**config.mk**
```make
export PLATFORM = sky130hd
export DESIGN_NAME = sliding_linear_fit_peak_scanner_flat
export DESIGN_NICKNAME = d
export VERILOG_FILES = /design/src/design/slfps_pkg.sv /design/src/design/slfps_feed_if.sv /design/src/design/slfps_report_if.sv /design/src/design/slfps_cell.sv /design/src/design/slfps_sums.sv /design/src/design/slfps_records.sv /design/src/design/sliding_linear_fit_peak_scanner.sv /design/src/flat_wrapper.sv
export SDC_FILE = /design/constraint.sdc
export NUM_CORES = 1
export LEC_CHECK = 0
export BUFFER_PORTS_ARGS = -buffer_cell sky130_fd_sc_hd__buf_4
export CORE_ASPECT_RATIO = 0.7
export CORE_MARGIN = 1.5
export CORE_UTILIZATION = 40
export DETAILED_ROUTE_END_ITERATION = 6
export PLACE_DENSITY = 0.63
export SLEW_MARGIN = 20
export SYNTH_ARGS = -nofsm -noshare
export SYNTH_HDL_FRONTEND = slang
export SYNTH_SLANG_ARGS = --single-unit
```
**constraint.sdc**
```tcl
create_clock -name clk -period 7.6 [get_ports clk]
set_input_delay 0.38 -clock clk [delete_from_list [all_inputs] [get_ports clk]]
set_output_delay 0.38 -clock clk [all_outputs]
set_load 0.05 [all_outputs]
```
**src/design/slfps_pkg.sv**
```systemverilog
// Package for the sliding linear-fit peak scanner: sizes, payload types
// and the struct handed from the sum stage to the record stage. No dependencies.
package slfps_pkg;

  // Window and scan geometry
  localparam int HALF_WIDTH  = 8;
  localparam int WIN_LEN     = 2 * HALF_WIDTH + 1;
  localparam int SAMPLE_BITS = 16;
  localparam int SCAN_LENGTH = 4096;

  // Field widths
  localparam int AMP_BITS   = 21;
  localparam int SLOPE_BITS = 23;
  localparam int DELTA_BITS = 22;
  localparam int LOC_BITS   = $clog2(SCAN_LENGTH);
  localparam int FILL_BITS  = $clog2(WIN_LEN + 1);

  typedef logic signed [SAMPLE_BITS-1:0] sample_t;
  typedef logic signed [AMP_BITS-1:0]    amp_t;
  typedef logic signed [SLOPE_BITS-1:0]  slope_t;
  typedef logic signed [DELTA_BITS-1:0]  delta_t;
  typedef logic        [LOC_BITS-1:0]    loc_t;
  typedef logic        [FILL_BITS-1:0]   fill_t;

  localparam loc_t   LOC_MAX = LOC_BITS'(SCAN_LENGTH - 1);
  localparam fill_t  FILL_FULL = FILL_BITS'(WIN_LEN);
  localparam fill_t  FILL_PRIME = FILL_BITS'(WIN_LEN - 1);
  localparam slope_t HW_S = SLOPE_BITS'(HALF_WIDTH);

  // Sum stage result, one per accepted request
  typedef struct packed {
    logic   restart;    // request carried start_req: clear the records
    logic   full;       // window holds WIN_LEN samples
    logic   upd;        // past the priming window: records may change
    amp_t   amp;        // amplitude sum
    slope_t slope;      // slope sum after this request
    slope_t prev_slope; // slope sum before this request
    delta_t delta;      // slope increment of this step
    loc_t   loc;        // location after this request
  } sums_t;

endpackage

```
**src/design/slfps_feed_if.sv**
```systemverilog
// Input channel of the peak scanner: one sample and the start flag per request.
// Depends on slfps_pkg.
interface slfps_feed_if;
  import slfps_pkg::*;

  logic    valid;
  logic    ready;
  sample_t sample;
  logic    start_req;

  modport source (output valid, sample, start_req, input ready);
  modport sink   (input valid, sample, start_req, output ready);
endinterface

```
**src/design/slfps_report_if.sv**
```systemverilog
// Output channel of the peak scanner: sums, crossing flag and the three records.
// Depends on slfps_pkg.
interface slfps_report_if;
  import slfps_pkg::*;

  logic   valid;
  logic   ready;
  logic   window_full;
  amp_t   amplitude_sum;
  slope_t slope_sum;
  logic   crossing_seen;
  slope_t rise_value;
  loc_t   rise_location;
  slope_t fall_value;
  loc_t   fall_location;
  amp_t   top_amplitude;
  loc_t   top_location;
  delta_t top_slope_delta;
  slope_t top_slope_estimate;

  modport source (output valid, window_full, amplitude_sum, slope_sum, crossing_seen,
                  rise_value, rise_location, fall_value, fall_location, top_amplitude,
                  top_location, top_slope_delta, top_slope_estimate,
                  input ready);
  modport sink   (input valid, window_full, amplitude_sum, slope_sum, crossing_seen,
                  rise_value, rise_location, fall_value, fall_location, top_amplitude,
                  top_location, top_slope_delta, top_slope_estimate,
                  output ready);
endinterface

```
**src/design/slfps_cell.sv**
```systemverilog
// One tap of the sample window: holds a sample and hands it on each shift.
// Depends on slfps_pkg.
module slfps_cell (
  input  logic              clk,
  input  logic              rst,
  input  logic              shift,
  input  logic              flush,
  input  slfps_pkg::sample_t din,
  output slfps_pkg::sample_t dout
);
  import slfps_pkg::*;

  sample_t data;

  // flush loads zero so a fresh scan sees an empty window
  always_ff @(posedge clk) begin
    if (rst) begin
      data <= '0;
    end else if (shift) begin
      data <= flush ? '0 : din;
    end
  end

  assign dout = data;
endmodule

```
**src/design/slfps_sums.sv**
```systemverilog
// Sum stage: chain of window cells plus the recursive amplitude and slope sums.
// Depends on slfps_pkg, slfps_feed_if, slfps_cell.
module slfps_sums (
  input  logic             clk,
  input  logic             rst,
  slfps_feed_if.sink       feed,
  input  logic             take,
  output logic             stage_valid,
  output slfps_pkg::sums_t stage
);
  import slfps_pkg::*;

  logic    accept;
  logic    start;
  logic    running;
  logic    priming;
  sample_t cell_data [WIN_LEN];
  fill_t   fill;
  fill_t   fill_next;
  loc_t    loc_next;
  sums_t   stage_next;
  slope_t  x;
  slope_t  low;
  slope_t  amp_base;
  slope_t  slope_base;
  slope_t  pair;
  slope_t  dslope;
  slope_t  amp_w;
  slope_t  slope_w;

  assign feed.ready = !stage_valid || take;
  assign accept     = feed.valid && feed.ready;
  assign start      = feed.start_req;

  // Window: cell 0 takes the new sample, the last cell holds the oldest
  for (genvar k = 0; k < WIN_LEN; k++) begin : g_cell
    if (k == 0) begin : g_head
      slfps_cell u_cell (
        .clk   (clk),
        .rst   (rst),
        .shift (accept),
        .flush (1'b0),
        .din   (feed.sample),
        .dout  (cell_data[k])
      );
    end else begin : g_tail
      slfps_cell u_cell (
        .clk   (clk),
        .rst   (rst),
        .shift (accept),
        .flush (start),
        .din   (cell_data[k-1]),
        .dout  (cell_data[k])
      );
    end
  end

  // Recursive update; a start behaves as an empty window with zero sums
  always_comb begin
    x          = SLOPE_BITS'(feed.sample);
    low        = start ? '0 : SLOPE_BITS'(cell_data[WIN_LEN-1]);
    amp_base   = start ? '0 : SLOPE_BITS'(stage.amp);
    slope_base = start ? '0 : stage.slope;
    pair       = x + low;
    dslope     = pair * HW_S - (amp_base - low);
    amp_w      = amp_base + x - low;
    slope_w    = slope_base + dslope;

    running = !start && (fill == FILL_FULL);
    priming = !start && (fill == FILL_PRIME);

    if (start) begin
      fill_next = FILL_BITS'(1);
    end else if (fill < FILL_FULL) begin
      fill_next = fill + FILL_BITS'(1);
    end else begin
      fill_next = fill;
    end

    // location restarts at the priming window, then saturates
    if (start || priming) begin
      loc_next = '0;
    end else if (running && (stage.loc != LOC_MAX)) begin
      loc_next = stage.loc + LOC_BITS'(1);
    end else begin
      loc_next = stage.loc;
    end

    stage_next.restart    = start;
    stage_next.full       = (fill_next == FILL_FULL);
    stage_next.upd        = running;
    stage_next.amp        = amp_w[AMP_BITS-1:0];
    stage_next.slope      = slope_w;
    stage_next.prev_slope = slope_base;
    stage_next.delta      = dslope[DELTA_BITS-1:0];
    stage_next.loc        = loc_next;
  end

  // Stage register doubles as the accumulator state
  always_ff @(posedge clk) begin
    if (rst) begin
      stage_valid <= 1'b0;
      fill        <= '0;
      stage       <= '0;
    end else begin
      if (accept) begin
        stage <= stage_next;
        fill  <= fill_next;
      end
      if (accept) begin
        stage_valid <= 1'b1;
      end else if (take) begin
        stage_valid <= 1'b0;
      end
    end
  end
endmodule

```
**src/design/slfps_records.sv**
```systemverilog
// Record stage: rise, fall and top records plus the output register.
// Depends on slfps_pkg, slfps_report_if.
module slfps_records (
  input  logic             clk,
  input  logic             rst,
  input  logic             stage_valid,
  input  slfps_pkg::sums_t stage,
  output logic             take,
  slfps_report_if.source   report
);
  import slfps_pkg::*;

  logic   load;
  logic   valid;
  logic   full;
  amp_t   amp_o;
  slope_t slope_o;
  logic   crossing;
  logic   crossing_next;
  logic   rise_set;
  logic   fall_set;
  logic   top_set;
  logic   rise_ok;
  logic   fall_ok;
  logic   top_ok;
  slope_t rise_val;
  loc_t   rise_loc;
  slope_t fall_val;
  loc_t   fall_loc;
  amp_t   top_amp;
  loc_t   top_loc;
  delta_t top_delta;
  slope_t top_est;

  assign take = !valid || report.ready;
  assign load = take && stage_valid;

  // Record decisions; strict compare keeps the earlier location on a tie
  always_comb begin
    crossing_next = stage.upd && ($signed(stage.slope) < 0)
                    && ($signed(stage.prev_slope) > 0);
    rise_set = stage.upd && (!rise_ok || ($signed(stage.slope) > rise_val));
    fall_set = stage.upd && (!fall_ok || ($signed(stage.slope) < fall_val));
    top_set  = crossing_next && (!top_ok || ($signed(stage.amp) > top_amp));
  end

  always_ff @(posedge clk) begin
    if (rst) begin
      valid     <= 1'b0;
      rise_ok   <= 1'b0;
      fall_ok   <= 1'b0;
      top_ok    <= 1'b0;
      rise_val  <= '0;
      rise_loc  <= '0;
      fall_val  <= '0;
      fall_loc  <= '0;
      top_amp   <= '0;
      top_loc   <= '0;
      top_delta <= '0;
      top_est   <= '0;
    end else begin
      if (take) begin
        valid <= stage_valid;
      end
      if (load) begin
        if (stage.restart) begin
          rise_ok   <= 1'b0;
          fall_ok   <= 1'b0;
          top_ok    <= 1'b0;
          rise_val  <= '0;
          rise_loc  <= '0;
          fall_val  <= '0;
          fall_loc  <= '0;
          top_amp   <= '0;
          top_loc   <= '0;
          top_delta <= '0;
          top_est   <= '0;
        end else begin
          if (rise_set) begin
            rise_ok  <= 1'b1;
            rise_val <= stage.slope;
            rise_loc <= stage.loc;
          end
          if (fall_set) begin
            fall_ok  <= 1'b1;
            fall_val <= stage.slope;
            fall_loc <= stage.loc;
          end
          if (top_set) begin
            top_ok    <= 1'b1;
            top_amp   <= stage.amp;
            top_loc   <= stage.loc;
            top_delta <= stage.delta;
            top_est   <= stage.slope;
          end
        end
      end
    end
  end

  // Output payload; sums read as zero while the window fills
  always_ff @(posedge clk) begin
    if (load) begin
      full     <= stage.full;
      amp_o    <= stage.full ? stage.amp : '0;
      slope_o  <= stage.full ? stage.slope : '0;
      crossing <= crossing_next;
    end
  end

  assign report.valid              = valid;
  assign report.window_full        = full;
  assign report.amplitude_sum      = amp_o;
  assign report.slope_sum          = slope_o;
  assign report.crossing_seen      = crossing;
  assign report.rise_value         = rise_val;
  assign report.rise_location      = rise_loc;
  assign report.fall_value         = fall_val;
  assign report.fall_location      = fall_loc;
  assign report.top_amplitude      = top_amp;
  assign report.top_location       = top_loc;
  assign report.top_slope_delta    = top_delta;
  assign report.top_slope_estimate = top_est;
endmodule

```
**src/design/sliding_linear_fit_peak_scanner.sv**
```systemverilog
// Top level of the sliding linear-fit peak scanner.
// Depends on slfps_pkg, slfps_feed_if, slfps_report_if, slfps_sums, slfps_records.
//
//   channel  | dir | request content
//   ---------+-----+-------------------------------------------------------
//   feed     | in  | sample (16b signed), start_req
//   report   | out | window_full, sums, crossing flag, rise/fall/top records
//
// One request per cycle sustained while report does not stall; each request passes
// the sum stage register and then the record stage output register before report.
// The sum stage's recursive add of the new and oldest window samples sets the pace.
// rst (synchronous) empties the window, sums, location and records.
// A stall on report holds both stages; feed keeps accepting while the sum stage
// is empty, so one request can enter while a result waits.
module sliding_linear_fit_peak_scanner (
  input  logic           clk,
  input  logic           rst,
  slfps_feed_if.sink     feed,
  slfps_report_if.source report
);
  import slfps_pkg::*;

  logic  stage_valid;
  logic  take;
  sums_t stage;

  slfps_sums u_sums (
    .clk         (clk),
    .rst         (rst),
    .feed        (feed),
    .take        (take),
    .stage_valid (stage_valid),
    .stage       (stage)
  );

  slfps_records u_records (
    .clk         (clk),
    .rst         (rst),
    .stage_valid (stage_valid),
    .stage       (stage),
    .take        (take),
    .report      (report)
  );
endmodule

```
**src/flat_wrapper.sv**
```systemverilog
// flat-port wrapper written by rule: the top's interface ports become plain ports
module sliding_linear_fit_peak_scanner_flat import slfps_pkg::*;
  (clk, rst, feed_valid, feed_sample, feed_start_req, feed_ready, report_valid, report_window_full, report_amplitude_sum, report_slope_sum, report_crossing_seen, report_rise_value, report_rise_location, report_fall_value, report_fall_location, report_top_amplitude, report_top_location, report_top_slope_delta, report_top_slope_estimate, report_ready);
  slfps_feed_if feed_i ();
  slfps_report_if report_i ();
  input  logic clk;
  input  logic rst;
  input wire logic [$bits(feed_i.valid)-1:0] feed_valid;
  input wire logic [$bits(feed_i.sample)-1:0] feed_sample;
  input wire logic [$bits(feed_i.start_req)-1:0] feed_start_req;
  output wire logic [$bits(feed_i.ready)-1:0] feed_ready;
  output wire logic [$bits(report_i.valid)-1:0] report_valid;
  output wire logic [$bits(report_i.window_full)-1:0] report_window_full;
  output wire logic [$bits(report_i.amplitude_sum)-1:0] report_amplitude_sum;
  output wire logic [$bits(report_i.slope_sum)-1:0] report_slope_sum;
  output wire logic [$bits(report_i.crossing_seen)-1:0] report_crossing_seen;
  output wire logic [$bits(report_i.rise_value)-1:0] report_rise_value;
  output wire logic [$bits(report_i.rise_location)-1:0] report_rise_location;
  output wire logic [$bits(report_i.fall_value)-1:0] report_fall_value;
  output wire logic [$bits(report_i.fall_location)-1:0] report_fall_location;
  output wire logic [$bits(report_i.top_amplitude)-1:0] report_top_amplitude;
  output wire logic [$bits(report_i.top_location)-1:0] report_top_location;
  output wire logic [$bits(report_i.top_slope_delta)-1:0] report_top_slope_delta;
  output wire logic [$bits(report_i.top_slope_estimate)-1:0] report_top_slope_estimate;
  input wire logic [$bits(report_i.ready)-1:0] report_ready;
  assign feed_i.valid = feed_valid;
  assign feed_i.sample = feed_sample;
  assign feed_i.start_req = feed_start_req;
  assign feed_ready = feed_i.ready;
  assign report_valid = report_i.valid;
  assign report_window_full = report_i.window_full;
  assign report_amplitude_sum = report_i.amplitude_sum;
  assign report_slope_sum = report_i.slope_sum;
  assign report_crossing_seen = report_i.crossing_seen;
  assign report_rise_value = report_i.rise_value;
  assign report_rise_location = report_i.rise_location;
  assign report_fall_value = report_i.fall_value;
  assign report_fall_location = report_i.fall_location;
  assign report_top_amplitude = report_i.top_amplitude;
  assign report_top_location = report_i.top_location;
  assign report_top_slope_delta = report_i.top_slope_delta;
  assign report_top_slope_estimate = report_i.top_slope_estimate;
  assign report_i.ready = report_ready;
  sliding_linear_fit_peak_scanner u_core (.clk(clk), .rst(rst), .feed(feed_i), .report(report_i));
endmodule
```
==> impl_metrics.ini <==
[outcome]
status = completed

[die]
fp.coreArea_um2 = 68300
die_area_um2 = 70800
die_w_um = 317
io_pins = 217
placementRows = 80
start_util = 0.406
die_h_um = 223

[yosys]
ys_warn_count = 0
muxShareOfSynthArea = 0.000407
yosys.area.top_type = dfxtp_1
ys_seq_area_frac = 0.436
yosys-top-cells-area = dfxtp_1 (39%), ha_1 (7.6%), a21oi_1 (7.6%), nand3b_1 (7.2%), nand2_1 (6.3%)
synth_simple_gate_area_frac = 0.200
synth_cell_types = 71
avgSynthCellArea_um2 = 8.91
synthXorXnorAreaFrac = 0.0256
synth-main-ff-cell = dfxtp_1
synth_top_family_by_area = simple AND/OR/NAND/NOR gates
async_flop_share = 0
syn_area_um2 = 27700
synth_seq_cells = 580
synth_nets = 3333
syn_inst = 3107
netlist_top_cells_count = dfxtp_1 (534), nand2_1 (462), a21oi_1 (420), nand3b_1 (265), inv_1 (197)
synth.most_common_cell = dfxtp_1
synth_edf_count = 46
synth_fa_ha_area_frac = 0.102
yosys.area.top_type_share = 0.386
synth_compound_area_frac = 0.180

[grt]
grt_max_degree = 205
first_global_vias = 19700
antenna_found_initial = 3
grt_pass1_wl_um = 109000
track_usage = 0.186
grt-ovfl-total = 0

[job]
maxCapViolations = 0

[sta]
clock_skew_ps = 39.3
finalMaxSlewViolations = 0
final-hold-violation-count = 0
max-slew-margin-rel = 0.195
period_minus_slack_ps = 6800
finalCritPeriodShare = 0.895
max_slew.worst_pin.slew_ps = 1200
holdWs_ps = 54.5
rsz0062_at_grt = false
tns_ps = 0
setup_violations = 0
fmax_mhz = 147

[place]
dp_hpwl_um = 45100
place.gp.congestion = 0.880
dp_cells = 4048
port_buffers = 216

[worst_setup_path]
critPathSlowestCell = fa_1
r2r_setup_slack_ps = 800
start_kind = register
critPathKind = reg -> reg
r2r_start = u_core.u_sums.g_cell[16].g_tail.u_cell.dout[0]$_SDFFE_PP0P_
slowest_delay_ps = 490
cp_data_arrival_time_ps = 7330
end_kind = register
crit_start = u_core.u_sums.g_cell[16].g_tail.u_cell.dout[0]$_SDFFE_PP0P_
crit_path_max_fanout = 6
cp.required_ps = 8130

[final_layout]
drive_gt1_frac = 0.109
area_delta_synth_final_pct = 14.7
diodes = 0
multi_input_area_um2 = 14100
final_cells = 4154
fill_cells = 6531
regArea_um2 = 12100
nets = 3432

[drt]
vias_per_cell = 5.19
detail_route.wl_per_cell_um = 16.5
drc_errors = 0
wirelength_um = 68500
vias = 21600
drt-initial-drc-count = 1733
first_pass_iters = 5
ant_nets = 0

[clocking]
cts_tree = built
cts.sinks = 580
cts-hold-fix-buffers = 3
cts-root-buf = clkbuf_16
max-clock-path-buffers = 3
clk_pin_slew_ps = 70
insertion_delay_ps = 630
cts_max_level = 2
numCtsBuffers = 55
cts_resized = 0
postCtsSetupRepairBufs = 0

[min_path]
hp-start = feed_sample[7]
hold_class = in -> reg

[power_and_ir_drop]
peakVddDrop_v = 0.000157
total_power_w = 0.00773
power_density_nw_per_um2 = 243
leakagePower_nw = 12.5
through the flow:
stage,instance area [um2],utilization,setup WS (ps)
detailed placement,29900,0.438,514
global route,31800,0.465,343
floorplan,27700,-,861
CTS,31800,0.465,896
global placement,29900,0.438,654
finish,31800,0.465,802
critical path, delay by kind of cell (launching register included):
| kind | cells | cell delay, ps |
|---|---|---|
| AO/OA/AOI/OAI | 13 | 2840 |
| XOR/XNOR | 3 | 520 |
| adder cells (fa/ha/maj) | 5 | 1790 |
| buffers and inverters | 2 | 100 |
| flip-flops | 1 | 310 |
| AND/OR/NAND/NOR | 6 | 1100 |
cells in the final DEF, fill, tap and decap left out, drive strengths merged, types with 9 or more instances in the layout:
master    n
buf     241
a21oi   420
nand3    14
or3      10
o21bai   14
nand4    14
nor3     20
dfxtp   534
fa       36
xnor2    45
edfxtp   46
ha      169
o21ai    48
inv     199
and2     51
xor2     36
o21a     24
nor2b    33
nand2b   55
nor2     99
clkbuf   81
nand2   462
a31oi     9
a21o     48
a22o    149
clkinv   11
nand3b  265
a211oi   20
final cells by class:
type / count / area share
multi-input combinational: 2127 / 0.444
sequential: 580 / 0.380
clock inverter: 22 / 0.00823
tap: 902 / 0.0355
timing repair buffer: 244 / 0.0587
clock buffer: 81 / 0.0503
inverter: 198 / 0.0234
cell families (layout without fill, tap and decap cells):
logic type | after synthesis | in the layout
AOI/OAI and AO/OA | 782 | 782
xor gates and xnor gates | 81 | 81
adders and majority gates | 205 | 205
buffers and inverters | 400 | 545
DFF | 580 | 580
muxes | 1 | 1
and+or+nand+nor | 1058 | 1058
report_power, final:
group	leakage [nW]	switching, W	internal, W
clock	0.898	0.00122	0.00163
combinational	6.82	0.000934	0.000623
sequential	4.76	0.000156	0.00317
total	12.5	0.00231	0.00542
per-layer routing:
metal / share of wire / GRT usage
met3: 0.055 / 0.0352
met4: 0.013 / 0.0377
met5: 0.00016 / 0
met2: 0.39 / 0.254
met1: 0.54 / 0.297
worst paths after layout:
path	to	cells after the start
setup / recovery	u_core.u_sums.stage[79]$_SDFFE_PP0P_	29
setup reg to reg	u_core.u_sums.stage[79]$_SDFFE_PP0P_	29
hold / removal	u_core.u_sums.g_cell[0].g_head.u_cell.dout[7]$_SDFFE_PP0P_	3
hold reg to reg	u_core.u_sums.g_cell[10].g_tail.u_cell.dout[15]$_SDFFE_PP0P_	2
registers in the layout (all words and copies together) (netlist names), 5 cells and up:
| signal | cells |
|---|---|
| u_core.u_records.report.slope_sum | 23 |
| u_core.u_sums.g_cell.g_tail.u_cell.dout | 256 |
| u_core.u_records.report.top_amplitude | 21 |
| u_core.u_records.report.fall_value | 23 |
| u_core.u_records.report.amplitude_sum | 21 |
| u_core.u_records.report.fall_location | 12 |
| u_core.u_sums.stage | 104 |
| u_core.u_records.report.rise_value | 23 |
| u_core.u_records.report.top_slope_estimate | 23 |
| u_core.u_records.report.top_slope_delta | 22 |
| u_core.u_records.report.rise_location | 12 |
| u_core.u_sums.fill | 5 |
| u_core.u_records.report.top_location | 12 |
| u_core.u_sums.g_cell.g_head.u_cell.dout | 16 |
(Power assumes the default switching activity.)
